### config.mk
export PLATFORM = sky130hd
export DESIGN_NAME = lsd_ctrl
export DESIGN_NICKNAME = d
export VERILOG_FILES = /design/src/rtl/core/lsd_pkg.sv /design/src/rtl/core/lsd_ctrl.sv
export SDC_FILE = /design/constraint.sdc
export NUM_CORES = 1
export LEC_CHECK = 0
export ABC_AREA = 1
export ABC_CLOCK_PERIOD_IN_PS = 14600
export BUFFER_PORTS_ARGS = -buffer_cell sky130_fd_sc_hd__buf_4
export CAP_MARGIN = 20
export CORE_MARGIN = 5
export CORE_UTILIZATION = 50
export DETAILED_ROUTE_END_ITERATION = 10
export GPL_ROUTABILITY_DRIVEN = 0
export HOLD_SLACK_MARGIN = 0.1
export PLACE_DENSITY = 0.72
export SLEW_MARGIN = 15
export SYNTH_ARGS = -nofsm -noshare
export SYNTH_HDL_FRONTEND = slang
export SYNTH_SLANG_ARGS = --single-unit
### constraint.sdc
create_clock -name clk -period 14.6 [get_ports clk]
set_input_delay 1.46 -clock clk [delete_from_list [all_inputs] [get_ports clk]]
set_output_delay 1.46 -clock clk [all_outputs]
set_load 0.02 [all_outputs]
### src/rtl/core/lsd_pkg.sv
// lsd_pkg: shared types and constants for the lookahead sequence diff unit
// no dependencies; imported by lsd_ctrl, the top level and the bench
`default_nettype none

package lsd_pkg;

  localparam int WORD_WIDTH      = 32;
  localparam int POS_W           = 10;
  localparam int MAX_LEN_DEF     = 1024;
  localparam int LOOKAHEAD_DEF   = 32;
  localparam int SYNC_DEF        = 8;
  localparam int DEPTH_W         = 6;
  localparam int SYNC_W          = 4;
  localparam logic [DEPTH_W-1:0] DEPTH_RESET = 6'd32;
  localparam logic [SYNC_W-1:0]  SYNC_RESET  = 4'd3;

  typedef enum logic [1:0] {
    OP_CLEAR        = 2'd0,
    OP_APPEND_LEFT  = 2'd1,
    OP_APPEND_RIGHT = 2'd2,
    OP_STEP         = 2'd3
  } op_t;

  typedef enum logic [2:0] {
    K_COMMON   = 3'd0,
    K_LEFT     = 3'd1,
    K_RIGHT    = 3'd2,
    K_DIFF     = 3'd3,
    K_FINISHED = 3'd4,
    K_OVERFLOW = 3'd5
  } kind_t;

  typedef enum logic {
    REG_LOOKAHEAD_DEPTH = 1'b0,
    REG_SYNC_LENGTH     = 1'b1
  } reg_idx_t;

  typedef enum logic [2:0] {
    ST_IDLE,
    ST_HEAD,
    ST_SRCH_CHK,
    ST_SRCH_CMP,
    ST_RUN_RD,
    ST_RUN_EMIT,
    ST_EMIT
  } state_t;

  typedef struct packed {
    op_t                   opcode;
    logic [WORD_WIDTH-1:0] word;
  } in_item_t;

  typedef struct packed {
    kind_t                 kind;
    logic [WORD_WIDTH-1:0] left_word;
    logic [WORD_WIDTH-1:0] right_word;
    logic [POS_W-1:0]      left_position;
    logic [POS_W-1:0]      right_position;
    logic                  last;
  } out_item_t;

  typedef struct packed {
    logic [DEPTH_W-1:0] lookahead_depth;
    logic [SYNC_W-1:0]  sync_length;
  } cfg_t;

endpackage

`default_nettype wire

### src/rtl/core/lsd_ctrl.sv
// lsd_ctrl: request sequencer, counts, cursors, lookahead search and result register
// depends on lsd_pkg; drives the two lsd_ram instances in the top level
`default_nettype none

module lsd_ctrl #(
  parameter int MAX_LEN         = lsd_pkg::MAX_LEN_DEF,
  parameter int LOOKAHEAD_LIMIT = lsd_pkg::LOOKAHEAD_DEF,
  parameter int SYNC_LIMIT      = lsd_pkg::SYNC_DEF,
  localparam int IW = $clog2(MAX_LEN)
) (
  input  logic                              clk,
  input  logic                              rst,
  input  lsd_pkg::cfg_t                     cfg,
  input  logic                              in_valid,
  output logic                              in_stall,
  input  lsd_pkg::in_item_t                 in_data,
  output logic                              out_valid,
  input  logic                              out_stall,
  output lsd_pkg::out_item_t                out_data,
  output logic                              l_we,
  output logic                              r_we,
  output logic [IW-1:0]                     l_waddr,
  output logic [IW-1:0]                     r_waddr,
  output logic [lsd_pkg::WORD_WIDTH-1:0]    wdata,
  output logic [IW-1:0]                     l_raddr,
  output logic [IW-1:0]                     r_raddr,
  input  logic [lsd_pkg::WORD_WIDTH-1:0]    l_rdata,
  input  logic [lsd_pkg::WORD_WIDTH-1:0]    r_rdata
);

  import lsd_pkg::*;

  localparam int CW = $clog2(MAX_LEN + 1);
  localparam int SW = $clog2(LOOKAHEAD_LIMIT + 1);
  localparam int KW = $clog2(SYNC_LIMIT + 1);
  localparam int AW = $clog2(MAX_LEN + LOOKAHEAD_LIMIT + SYNC_LIMIT + 1);

  function automatic out_item_t mk(kind_t kd, logic [WORD_WIDTH-1:0] lw,
                                   logic [WORD_WIDTH-1:0] rw, logic [POS_W-1:0] lp,
                                   logic [POS_W-1:0] rp, logic lst);
    out_item_t r;
    r.kind           = kd;
    r.left_word      = lw;
    r.right_word     = rw;
    r.left_position  = lp;
    r.right_position = rp;
    r.last           = lst;
    return r;
  endfunction

  state_t                state, state_next;
  logic [CW-1:0]         lcount, lcount_next, rcount, rcount_next;
  logic [CW-1:0]         lcur, lcur_next, rcur, rcur_next;
  logic                  side, side_next;
  logic [SW-1:0]         s, s_next, s1, s1_next, run_len, run_len_next;
  logic                  f1, f1_next;
  logic [KW-1:0]         k, k_next;
  logic [WORD_WIDTH-1:0] a_word, a_word_next, b_word, b_word_next;
  out_item_t             res, res_next, out_next;
  logic                  load;

  logic [SW-1:0] depth_eff;
  logic [KW-1:0] syn_eff;
  logic [AW-1:0] base_i, base_j, ii, jj;
  logic          l_in, r_in, off_ok, found, pair_ok, out_free;
  logic          left_win, right_win, run_last;

  assign depth_eff = (32'(cfg.lookahead_depth) > 32'(LOOKAHEAD_LIMIT)) ?
                     SW'(LOOKAHEAD_LIMIT) : SW'(cfg.lookahead_depth);
  assign syn_eff   = (32'(cfg.sync_length) > 32'(SYNC_LIMIT)) ?
                     KW'(SYNC_LIMIT) : KW'(cfg.sync_length);

  // left search shifts the left index by s, right search the right index
  assign base_i = AW'(lcur) + (side ? AW'(0) : AW'(s));
  assign base_j = AW'(rcur) + (side ? AW'(s) : AW'(0));
  assign ii     = base_i + AW'(k);
  assign jj     = base_j + AW'(k);

  assign l_in     = lcur < lcount;
  assign r_in     = rcur < rcount;
  assign off_ok   = (s < depth_eff) &&
                    (side ? (base_j < AW'(rcount)) : (base_i < AW'(lcount)));
  assign found    = off_ok && (k == syn_eff);
  assign pair_ok  = (ii < AW'(lcount)) && (jj < AW'(rcount));
  assign left_win  = f1 && (!found || (s1 < s));
  assign right_win = found && (!f1 || (s < s1));
  assign run_last  = (s + SW'(1)) == run_len;
  assign out_free  = !out_valid || !out_stall;

  assign l_waddr = IW'(lcount);
  assign r_waddr = IW'(rcount);
  assign wdata   = in_data.word;
  assign l_raddr = (state == ST_IDLE) ? IW'(lcur) : IW'(ii);
  assign r_raddr = (state == ST_IDLE) ? IW'(rcur) : IW'(jj);

  always_ff @(posedge clk) begin
    if (rst) begin
      state     <= ST_IDLE;
      lcount    <= '0;
      rcount    <= '0;
      lcur      <= '0;
      rcur      <= '0;
      out_valid <= 1'b0;
    end else begin
      state  <= state_next;
      lcount <= lcount_next;
      rcount <= rcount_next;
      lcur   <= lcur_next;
      rcur   <= rcur_next;
      if (load) begin
        out_valid <= 1'b1;
      end else if (!out_stall) begin
        out_valid <= 1'b0;
      end
    end
    side    <= side_next;
    s       <= s_next;
    s1      <= s1_next;
    f1      <= f1_next;
    k       <= k_next;
    run_len <= run_len_next;
    a_word  <= a_word_next;
    b_word  <= b_word_next;
    res     <= res_next;
    if (load) begin
      out_data <= out_next;
    end
  end

  always_comb begin
    state_next   = state;
    lcount_next  = lcount;
    rcount_next  = rcount;
    lcur_next    = lcur;
    rcur_next    = rcur;
    side_next    = side;
    s_next       = s;
    s1_next      = s1;
    f1_next      = f1;
    k_next       = k;
    run_len_next = run_len;
    a_word_next  = a_word;
    b_word_next  = b_word;
    res_next     = res;
    out_next     = res;
    load         = 1'b0;
    l_we         = 1'b0;
    r_we         = 1'b0;
    in_stall     = 1'b1;
    unique case (state)
      ST_IDLE: begin
        in_stall = 1'b0;
        if (in_valid) begin
          unique case (in_data.opcode)
            OP_CLEAR: begin
              lcount_next = '0;
              rcount_next = '0;
              lcur_next   = '0;
              rcur_next   = '0;
            end
            OP_APPEND_LEFT: begin
              if (lcount < CW'(MAX_LEN)) begin
                l_we        = 1'b1;
                lcount_next = lcount + CW'(1);
              end else begin
                res_next   = mk(K_OVERFLOW, in_data.word, '0, '0, '0, 1'b1);
                state_next = ST_EMIT;
              end
            end
            OP_APPEND_RIGHT: begin
              if (rcount < CW'(MAX_LEN)) begin
                r_we        = 1'b1;
                rcount_next = rcount + CW'(1);
              end else begin
                res_next   = mk(K_OVERFLOW, '0, in_data.word, '0, '0, 1'b1);
                state_next = ST_EMIT;
              end
            end
            OP_STEP: state_next = ST_HEAD;
            default: state_next = ST_IDLE;
          endcase
        end
      end
      ST_HEAD: begin
        a_word_next = l_rdata;
        b_word_next = r_rdata;
        state_next  = ST_EMIT;
        if (l_in && r_in) begin
          if (l_rdata == r_rdata) begin
            res_next  = mk(K_COMMON, l_rdata, r_rdata, POS_W'(lcur), POS_W'(rcur), 1'b1);
            lcur_next = lcur + CW'(1);
            rcur_next = rcur + CW'(1);
          end else begin
            state_next = ST_SRCH_CHK;
            side_next  = 1'b0;
            s_next     = SW'(1);
            k_next     = '0;
          end
        end else if (l_in) begin
          res_next  = mk(K_LEFT, l_rdata, '0, POS_W'(lcur), '0, 1'b1);
          lcur_next = lcur + CW'(1);
        end else if (r_in) begin
          res_next  = mk(K_RIGHT, '0, r_rdata, '0, POS_W'(rcur), 1'b1);
          rcur_next = rcur + CW'(1);
        end else begin
          res_next = mk(K_FINISHED, '0, '0, '0, '0, 1'b1);
        end
      end
      ST_SRCH_CHK: begin
        if (!off_ok || (k == syn_eff)) begin
          // this side's search is over, found or exhausted
          if (!side) begin
            f1_next   = found;
            s1_next   = s;
            side_next = 1'b1;
            s_next    = SW'(1);
            k_next    = '0;
          end else if (left_win) begin
            side_next    = 1'b0;
            s_next       = '0;
            k_next       = '0;
            run_len_next = s1;
            state_next   = ST_RUN_RD;
          end else if (right_win) begin
            side_next    = 1'b1;
            s_next       = '0;
            k_next       = '0;
            run_len_next = s;
            state_next   = ST_RUN_RD;
          end else begin
            res_next   = mk(K_DIFF, a_word, b_word, POS_W'(lcur), POS_W'(rcur), 1'b1);
            lcur_next  = lcur + CW'(1);
            rcur_next  = rcur + CW'(1);
            state_next = ST_EMIT;
          end
        end else if (pair_ok) begin
          state_next = ST_SRCH_CMP;
        end else begin
          s_next = s + SW'(1);
          k_next = '0;
        end
      end
      ST_SRCH_CMP: begin
        if (l_rdata == r_rdata) begin
          k_next = k + KW'(1);
        end else begin
          s_next = s + SW'(1);
          k_next = '0;
        end
        state_next = ST_SRCH_CHK;
      end
      ST_RUN_RD: state_next = ST_RUN_EMIT;
      ST_RUN_EMIT: begin
        // read address holds here, so the ram output stays put while stalled
        if (out_free) begin
          load     = 1'b1;
          out_next = side ? mk(K_RIGHT, '0, r_rdata, '0, POS_W'(jj), run_last)
                          : mk(K_LEFT, l_rdata, '0, POS_W'(ii), '0, run_last);
          if (run_last) begin
            if (side) begin
              rcur_next = rcur + CW'(run_len);
            end else begin
              lcur_next = lcur + CW'(run_len);
            end
            state_next = ST_IDLE;
          end else begin
            s_next     = s + SW'(1);
            state_next = ST_RUN_RD;
          end
        end
      end
      ST_EMIT: begin
        if (out_free) begin
          load       = 1'b1;
          state_next = ST_IDLE;
        end
      end
      default: state_next = ST_IDLE;
    endcase
  end

`ifndef ASSERT_OFF
  a_lcur_bound: assert property (@(posedge clk) disable iff (rst) lcur <= lcount)
    else $error("left cursor beyond left count");
  a_rcur_bound: assert property (@(posedge clk) disable iff (rst) rcur <= rcount)
    else $error("right cursor beyond right count");
  a_cmp_after_chk: assert property (@(posedge clk) disable iff (rst)
    state == ST_SRCH_CMP |-> $past(state) == ST_SRCH_CHK)
    else $error("search compare without a read issued");
  a_load_free: assert property (@(posedge clk) disable iff (rst)
    load |-> (!out_valid || !out_stall))
    else $error("result register overwritten while stalled");
`endif

endmodule

`default_nettype wire

==> results.txt <==
run status - completed
CTS tree - built
Synth area leaders - edfxtp_1 (44%), nand2_1 (8.6%), ha_1 (7.8%)
area share of xor/xnor cells in the synthesized design - 2.51%
final hold violations - 0
pin count of the biggest net entering global routing - 79
Critical Path Fanout Max - 77
core area - 0.0354 mm2
cell area after placement - 0.0199 mm2
critical path launch point type - flop
number of placed I/O pins - 276
reg-to-reg critical path startpoint - side
Static Leak - 9.11 nW
post-CTS sizing - 0
share of Yosys cell area claimed by the top area cell type - 44.3%
final routed DRC violation total - 0
Power Density - 198 mW/mm2
first-pass detailed-route iteration total - 6
setup slack at placement - 8.42 ns
routed via count divided by cell count - 5.64
share of synthesized cell area in and, or, nand and nor gates - 17.1%
routed vias - 15.0k
post-route standard cell area excluding fillers - 0.0210 mm2
synthesized-area fraction occupied by adder cells - 8.46%
final WL - 53000 um
setup TNS after final layout - 0 ns
share of layout cells above drive strength 1 - 17.1%
Seq cells post-synth - 311
DP HPWL - 38600 um
hold buffer count at CTS - 0
via count of the first global-routing pass - 14.3k
first-pass GRT wire length - 79500 um
setup repair after global routing missed its margin - false
CP arrival - 6.11 ns
endpoint required time on the critical path - 14.74 ns
number of cell rows - 69
mux contribution to synthesized area - 0%
RR Endpoint - res[43]
Clk Latency, worst-skew pair - 0.53 ns
most instantiated cells after synthesis - nand2_1 (408), edfxtp_1 (263), inv_1 (251)
R2R setup slack - 8.62 ns
Yosys top cell by area - edfxtp_1
worst hold slack after final layout - 0.493 ns
count of final max-slew check failures - 0
Hold EP - rcount[10]
FILL cells - 3017
GRT Util Overall - 25.7%
worst hold path stage count - 2
Clock H-tree levels - 2
initial antenna violation count - 1
setup repair bufs after CTS - 0
Routed WL per cell - 19.9 um
net count of the mapped netlist - 2189
crit path kind - flop to flop
proportion of register bits with asynchronous set or reset after synthesis - 0%
final critical-path setup slack - 8.62 ns
Clock Sink Count - 311
Port Buffers - 275
warning count from the yosys run - 0
mean area per synthesized cell - 9.10 um2
max_slew headroom - 21.9%
cell with the most instances after synthesis - nand2_1
combinational family with the most area after synthesis - simple AND/OR/NAND/NOR gates
Final min period - 5.98 ns
Post-DRT Antenna Nets - 0
Max IR drop VDD - 0.118 mV
Hold Path Origin - rcount[9]
Die ar. - 0.0395 mm2
Worst-Margin Slew - 1.17 ns
worst r2r path cells - 21
highest clock rate - 167 MHz
number of enable-type register cells in the synthesized netlist - 263
post-layout power - 4.16 mW
area growth from synthesis to layout - 17.8%
effective utilization at floorplan - 50.4%
instance count of the mapped netlist - 1960
number of distinct library cell variants in the gate-level netlist after synthesis - 47
share of the synthesized area in compound gates (AO/OA/AOI/OAI) - 13.3%
Nets - 2403
final clock skew - 0.0127 ns
kind of end point of the critical path - flop
Longest Clk Path Bufs - 3
clock root buffer - clkbuf_16
fin crit share - 40.9%
height of the die - 199 um
# setup viols final - 0
prevailing post-synth register cell - edfxtp_1
Clock transition at path regs - 0.06 ns
number of clock buffers inserted by TritonCTS - 35
DRC marker count from the first detailed-route iteration - 1396
maximum capacitance violations - 0
worst min-delay path category - flop to flop
netlist area before placement - 0.0178 mm2
post-synthesis sequential area ratio - 49.7%
gr ovfl total - 0
DIE WIDTH - 199 um
[per-stage QoR]
step	utilization, %	std cells
finish	59.3	2661
CTS	59.3	2659
global placement	56.3	2597
global route	59.3	2661
detailed placement	56.3	2597
floorplan	-	1960
[worst max-delay path, stage by stage (launching register included)]
cell      delay, ns
edfxtp_1       0.67
nor2_1         0.12
ha_1           0.42
nand2_1        0.09
nor3_1         0.14
nand2_1        0.10
a31oi_1        0.30
nand3_1        0.13
xor2_1         0.25
ha_1           0.30
a21o_1         0.18
nor2_1         0.14
nand3_1        0.16
nand2_1        0.14
nand4_1        0.14
nand2_1        0.10
nand3_1        0.07
nand2_1        0.06
buf_4          0.32
nor3b_2        0.55
buf_6          0.23
buf_4          0.81
[final cells by class]
class | instances | area [um2] | share of cell area, %
Clock inverter | 20 | 134 | 0.638
Antenna cell | 1 | 2.50 | 0.0119
Inverter | 257 | 965 | 4.59
Timing Repair Buffer | 284 | 2140 | 10.2
Sequential cell | 311 | 8860 | 42.2
Clock buffer | 42 | 923 | 4.40
Tap cell | 461 | 577 | 2.75
Multi-Input combinational cell | 1285 | 7400 | 35.2
[worst max path at each step]
stage | startpoint | to
2_1_floorplan | side | res[10]
3_3_place_gp | side | res[76]
3_5_place_dp | side | res[83]
4_1_cts | s[2] | res[57]
5_1_grt | side | res[32]
6_report | side | res[43]
[power by group]
| group | total, mW | switching, mW | internal, mW |
|---|---|---|---|
| clock network | 0.832 | 0.362 | 0.470 |
| registers | 1.43 | 0.137 | 1.29 |
| logic | 1.90 | 1.25 | 0.647 |
[registers in the layout, indices dropped and copies added (netlist names), 4 cells and up]
register and cells:
out_data 88, res 87, a_word 32, b_word 32, lcount 11, lcur 11, rcount 11, rcur 11
run_len 6, s1 6, s 6, k 4
[cells in the final DEF, fill, tap and decap left out, types with 8 or more instances in the layout]
master       n
a21oi_1     98
a22o_1      35
a22oi_1     60
buf_4      283
clkbuf_16   36
clkinv_1     8
clkinv_2     9
dfxtp_1     48
edfxtp_1   263
ha_1       111
inv_1      250
nand2_1    408
nand3_1     91
nand4_1     22
nor2_1     152
nor2_4      10
nor3_1      15
o21ai_0    151
xnor2_1     32
xor2_1      19
[metal layers]
| layer | track usage, % | share of wire [%] | vias up |
|---|---|---|---|
| li1 | - | - | 7090 |
| met1 | 34.8 | 41 | 7150 |
| met2 | 42.6 | 48 | 665 |
| met3 | 3.91 | 7.7 | 107 |
| met4 | 8.66 | 3.3 | 0 |
| met5 | 0 | 0 | - |
[logic make-up (layout without fill, tap and decap cells)]
group,count (synthesis),after routing
XOR/XNOR,51,51
buffers and inverters,364,603
flip-flops,311,311
adder cells (fa/ha/maj),117,117
AO/OA/AOI/OAI,391,391
other,0,1
AND/OR/NAND/NOR,726,726
(Power assumes the default switching activity.)
